## src/rtl/core/kti_pkg.sv

```systemverilog
// Shared types and codes for the keyframe track interpolator.
package kti_pkg;

  // Result status codes.
  localparam logic [1:0] STAT_OK    = 2'd0;
  localparam logic [1:0] STAT_FULL  = 2'd1;
  localparam logic [1:0] STAT_EMPTY = 2'd2;

  // Item kinds.
  localparam logic KIND_INSERT = 1'b0;
  localparam logic KIND_QUERY  = 1'b1;

  // Commands from the controller to the datapath.
  typedef enum logic [3:0] {
    CMD_NONE,
    CMD_LOAD,
    CMD_SRCH_RD,
    CMD_SRCH_CMP,
    CMD_SHIFT_RD,
    CMD_SHIFT_WR,
    CMD_WRITE_NEW,
    CMD_RD_LEFT,
    CMD_RD_RIGHT,
    CMD_CAP_RIGHT,
    CMD_DIV_STEP,
    CMD_FINISH,
    CMD_OUTPUT
  } cmd_t;

  // Status flags from the datapath to the controller.
  typedef struct packed {
    logic is_query;
    logic flagged;
    logic search_busy;
    logic shift_busy;
    logic need_interp;
    logic div_last;
    logic out_free;
  } dp_stat_t;

endpackage

```

## src/rtl/core/kti_ctrl.sv

```systemverilog
// Controller state machine sequencing search, shift, and division steps.
module kti_ctrl
  import kti_pkg::*;
(
  input  logic     clk,
  input  logic     rst_n,
  input  logic     in_tvalid,
  output logic     in_tready,
  input  dp_stat_t stat,
  output cmd_t     cmd
);

  typedef enum logic [11:0] {
    S_IDLE = 12'b000000000001,
    S_SRCH = 12'b000000000010,
    S_SCMP = 12'b000000000100,
    S_SHRD = 12'b000000001000,
    S_SHWR = 12'b000000010000,
    S_QL   = 12'b000000100000,
    S_QR   = 12'b000001000000,
    S_QCAP = 12'b000010000000,
    S_DIV  = 12'b000100000000,
    S_FIN  = 12'b001000000000,
    S_DONE = 12'b010000000000,
    S_SPARE = 12'b100000000000
  } state_t;

  state_t state_r, state_nxt;

  // State register.
  always_ff @(posedge clk) begin
    if (!rst_n) begin
      state_r <= S_IDLE;
    end else begin
      state_r <= state_nxt;
    end
  end

  assign in_tready = (state_r == S_IDLE);

  // Next state and command decode.
  always_comb begin
    state_nxt = state_r;
    cmd       = CMD_NONE;
    unique case (state_r)
      S_IDLE: begin
        if (in_tvalid) begin
          cmd       = CMD_LOAD;
          state_nxt = S_SRCH;
        end
      end
      S_SRCH: begin
        if (stat.flagged) begin
          state_nxt = S_DONE;
        end else if (stat.search_busy) begin
          cmd       = CMD_SRCH_RD;
          state_nxt = S_SCMP;
        end else if (stat.is_query) begin
          state_nxt = S_QL;
        end else begin
          state_nxt = S_SHRD;
        end
      end
      S_SCMP: begin
        cmd       = CMD_SRCH_CMP;
        state_nxt = S_SRCH;
      end
      S_SHRD: begin
        if (stat.shift_busy) begin
          cmd       = CMD_SHIFT_RD;
          state_nxt = S_SHWR;
        end else begin
          cmd       = CMD_WRITE_NEW;
          state_nxt = S_DONE;
        end
      end
      S_SHWR: begin
        cmd       = CMD_SHIFT_WR;
        state_nxt = S_SHRD;
      end
      S_QL: begin
        cmd       = CMD_RD_LEFT;
        state_nxt = S_QR;
      end
      S_QR: begin
        cmd       = CMD_RD_RIGHT;
        state_nxt = stat.need_interp ? S_QCAP : S_DONE;
      end
      S_QCAP: begin
        cmd       = CMD_CAP_RIGHT;
        state_nxt = S_DIV;
      end
      S_DIV: begin
        cmd = CMD_DIV_STEP;
        if (stat.div_last) begin
          state_nxt = S_FIN;
        end
      end
      S_FIN: begin
        cmd       = CMD_FINISH;
        state_nxt = S_DONE;
      end
      S_DONE: begin
        if (stat.out_free) begin
          cmd       = CMD_OUTPUT;
          state_nxt = S_IDLE;
        end
      end
      default: begin
        state_nxt = S_IDLE;
      end
    endcase
  end

endmodule

```

## config.mk

```make
export PLATFORM = sky130hd
export DESIGN_NAME = kti_ctrl
export DESIGN_NICKNAME = d
export VERILOG_FILES = /design/src/rtl/core/kti_pkg.sv /design/src/rtl/core/kti_ctrl.sv
export SDC_FILE = /design/constraint.sdc
export NUM_CORES = 1
export LEC_CHECK = 0
export BUFFER_PORTS_ARGS = -buffer_cell sky130_fd_sc_hd__buf_2
export CAP_MARGIN = 30
export CORE_MARGIN = 1
export CORE_UTILIZATION = 48
export CTS_CLUSTER_SIZE = 10
export DETAILED_ROUTE_END_ITERATION = 7
export GPL_TIMING_DRIVEN = 0
export PLACE_DENSITY = 0.73
export SLEW_MARGIN = 20
export SYNTH_ARGS = -nofsm -noshare
export SYNTH_HDL_FRONTEND = slang
export SYNTH_SLANG_ARGS = --single-unit
```

## constraint.sdc

```tcl
create_clock -name clk -period 1.7 [get_ports clk]
set_clock_uncertainty 0.2 [all_clocks]
set_input_delay 0.085 -clock clk [delete_from_list [all_inputs] [get_ports clk]]
set_output_delay 0.085 -clock clk [all_outputs]
set_load 0.02 [all_outputs]
```

# After elaboration in Yosys (flattened, before gate mapping)
# Cells that the tools add are included.
[totals]
ff_bits = 12
word_cells = 31
[op_classes]
n_eq_ne = 14
muxes = 15
reduce_logical = 1
[op_table]
columns = ["cell", "count"]
rows = [
  ["$pmux W12 S11", 1],
  ["$pmux W4 S11", 1],
  ["$mux W12", 3],
  ["$mux W11", 3],
  ["$eq A12 B1 Y1 const B", 1],
  ["$eq A12 B10 Y1 const B", 1],
  ["$eq A12 B11 Y1 const B", 1],
  ["$eq A12 B2 Y1 const B", 1],
  ["$eq A12 B3 Y1 const B", 1],
  ["$eq A12 B4 Y1 const B", 1],
  ["$eq A12 B5 Y1 const B", 1],
  ["$eq A12 B6 Y1 const B", 1],
  ["$eq A12 B7 Y1 const B", 1],
  ["$eq A12 B8 Y1 const B", 1],
  ["$eq A12 B9 Y1 const B", 1],
  ["$mux W6", 2],
  ["$mux W2", 3],
  ["$ne A2 B2 Y1 const B", 3],
  ["$mux W4", 1],
  ["$reduce_and A3 Y1", 1],
  ["$mux W1", 1],
]

# Logic depth before layout (Yosys ltp)
[depth]
depth_word = 4
mapped_depth = 5
ltp_nobuf = 4

# Least setup slack after synthesis
# OpenSTA, ideal clock, no wires.
[synth_timing]
path_kind = "register -> output"
startpoint = "reg state_r[7]"
endpoint = "out cmd[0]"
t_arrival_ps = 1647
setup_slack_ps = -232
stages_incl_launch_ff = 5
n_path_buf = 0
path_cell_list = "dfxtp_1 > or4_4 > nor3_1 > and3_1 > a21o_1"
[synth_via]
elab_chain_cells = 2
elab_cells_between_ends = 12
cone_classes = "eq/ne: 11; mux: 1"
[synth_lines]
columns = ["element", "line_no", "text"]
rows = [
  ["from (decl)", "kti_ctrl.sv:28", "state_t state_r, state_nxt;"],
  ["from (signal assigned)", "kti_ctrl.sv:35", "state_r <= state_nxt;"],
  ["$eq A12 B1 Y1", "-", ""],
  ["net in_tready", "kti_ctrl.sv:8", "output logic in_tready,"],
  ["$pmux W4 S11", "kti_ctrl.sv:45", "unique case (state_r)"],
  ["to (decl)", "kti_ctrl.sv:10", "output cmd_t cmd"],
]
# The timed path passes the listed nets, and every way through them passes these cells.

# Worst setup path after layout
[layout_timing]
startpoint = "reg state_r[5]"
endpoint = "out cmd[0]"
[layout_via]
elab_chain_cells = 2
elab_cells_between_ends = 12
cone_classes = "eq/ne: 11; mux: 1"
[layout_lines]
columns = ["element", "line_no"]
rows = [
  ["$eq A12 B11 Y1 (tied with other cells)", "kti_ctrl.sv:45"],
  ["$pmux W4 S11 (*)", "kti_ctrl.sv:45"],
]
# Every way passes the cells marked *; elsewhere a longest branch is shown, timed or not.

==> results_dict.tcl <==
set metrics [dict create \
    vias 951 \
    violations "negative setup slack" \
    synth_edf_count 0 \
    reg.largest.list "state_r: 11 flops" \
    layout_commonest_cell "buf_4" \
    power.total_mw 0.851 \
    die-area_um2 1920 \
    drtIter0Drc 24 \
    hold_class "primary input to register" \
    post-route-period-util_pct 124 \
    clk_root_buffer_cell "clkbuf_4" \
    maxCapViolations 0 \
    yosys.area.top_type "dfxtp_1" \
    synthTopCellsByArea "dfxtp_1, xor2_1, nor4_4" \
    cts_max_path_buffers 2 \
    grt_max_degree 11 \
    yosysTopAreaCellShare_pct 26.2 \
    clock-sinks 11 \
    area_delta_synth_final_pct 53.4 \
    avgSynthCellArea_um2 8.16 \
    antenna_found_initial 0 \
    hold_viol_final 0 \
    p_leak_nw 0.557 \
    finalNetCount 149 \
    top_register "state_r" \
    num_rows 14 \
    final_layout_size_suffix_gt1_share_pct 45.7 \
    setup_ws_ns -0.405 \
    most-common-layout-cells "buf_4, buf_2, nand3_1, dlygate4sd3_1" \
    detail_route.wl_per_cell_um 17.0 \
    syn_nets 113 \
    core_area_um2 1580 \
    status "complete, but fails checks" \
    slew_viol_final 0 \
    cp.required_ns 1.41 \
    synth_seq_cells 11 \
    worst-r2r-cell-count 5 \
    ys_seq_area_share_pct 26.2 \
    final_cells 154 \
    fin_setup_tns_ns -2.43 \
    yosys_warnings 0 \
    synth_flop_cell "dfxtp_1" \
    max_freq_mhz 475 \
    htreeDepth 1 \
    place_inst 132 \
    gp_congestion 0.849 \
    drc 0 \
    grt_use_total_pct 28.9 \
    seq_area_um2 244 \
    initial_utilization_pct 53.3 \
    setup_viol 13 \
    cp-end-kind "output port" \
    max-vdd-ir-drop_v 0.000492 \
    min_path_cells 3 \
    cts_tree "done" \
    grt_pass1_vias 867 \
    worst_hold_slack_ns 0.00777 \
    num-fill-cells 101 \
    wl_um 2620 \
    synth_area_um2 841 \
    largest_register_ff_count 11 \
    overflow 0 \
    worst_pin_slew_ns 0.434 \
    fin_crit_ns 2.10 \
    arrival_ns 1.82 \
    async_reset_ff_share_pct 0 \
    worst_skew_pair.late_latency_ns 0.28 \
    final_cell_area_um2 1290 \
    relSlewSlack_pct 71.1 \
    ys_types 40 \
    pin_count 15 \
    power.density_nw_per_um2 660 \
    grt_pass1_wl_um 4020 \
    crit_fanout 3 \
    numCtsBuffers 3 \
    multi_input_area_um2 687 \
    chipHeight_um 43.9 \
    path_clk_slew_ns 0.07 \
    detail-route-antenna-nets 0 \
    hpwl_um 1500 \
    die_w_um 43.9 \
    io_buffers 13 \
    criticalPathCategory "register to output port" \
    rsz0062_at_grt "yes" \
    drtPass1Iterations 6 \
    dpl_cell_area_um2 938 \
    synth_cells 103 \
    antennaDiodeCount 0 \
    via_per_inst 6.18 \
    startpoint_type "register" \
]
worst max-delay path, stage by stage, from the launching register on:
cell	delay [ns]
dfxtp_4	0.36
or4_4	0.57
nor3_4	0.16
and3_4	0.22
a21o_1	0.12
buf_6	0.11
area by class of cell:
type / count / area share, %
Buffer: 3 / 1.94
Clock buffer: 3 / 1.75
Clock inverter: 1 / 0.388
Inverter: 1 / 0.291
Multi-Input combinational cell: 84 / 53.2
Sequential cell: 11 / 18.9
Tap cell: 16 / 1.55
Timing Repair Buffer: 35 / 21.9
power breakdown:
| part | switching (mW) | internal, mW | leakage (nW) |
|---|---|---|---|
| clock | 0.0996 | 0.0874 | 0.0177 |
| sequential | 0.0319 | 0.267 | 0.0943 |
| combinational | 0.177 | 0.188 | 0.445 |
what timing repair did:
item / 4_1_cts / 5_1_grt
resized for setup: 29 / 18
setup endpoints to repair: 15 / 13
hold buffers: 7 / 0
setup buffers: 12 / 4
hold endpoints to repair: 8 / 0
pin swaps: 12 / 6
per-layer routing:
layer  vias up  track usage, %  wire length [µm]
met5         -               0                 0
met4         0            5.45                17
met3         2            6.67               166
met2        34            49.3              1310
met1       452            37.4              1120
li1        463               -                 -
cells by family after synthesis:
kind of cell           count (synthesis)  synth area share (%)
AND/OR/NAND/NOR                       59                  47.8
AO/OA/AOI/OAI                         19                  15.5
buffers and inverters                  8                  4.31
flip-flops                            11                  26.2
XOR/XNOR                               6                  6.25
stage by stage:
stage          utilization (%)  setup WS, ns
3_3_place_gp              59.5        -0.244
4_1_cts                   75.8        -0.416
5_1_grt                   81.8        -0.482
6_report                  81.8        -0.405
3_5_place_dp              59.5        -0.306
2_1_floorplan                -       -0.0776
cell usage after synthesis (2+ instances only):
cell and n:
a21o_1 2, a21oi_1 3, and3_1 3, and4b_1 2, buf_2 2, clkbuf_1 3, dfxtp_1 11, nand2_1 5
nand2b_1 2, nand3_1 7, nand3b_1 3, nand4_1 4, nand4b_1 3, nor2_1 7, nor2b_1 3, nor3_1 6
nor3b_1 3, nor4_4 2, o21ai_0 5, or3b_2 2, or4_4 2, xor2_1 5
path summary, 6_finish.rpt:
kind / endpoint / start / slack, ns
worst max-delay path: cmd[0] / state_r[5] / -0.40
worst min-delay path: state_r[7] / rst_n / 0.008
worst max register to register: state_r[5] / state_r[5] / -0.12
worst min register to register: state_r[7] / state_r[6] / 0.39
Note: power is estimated with default switching activity, not from simulation.
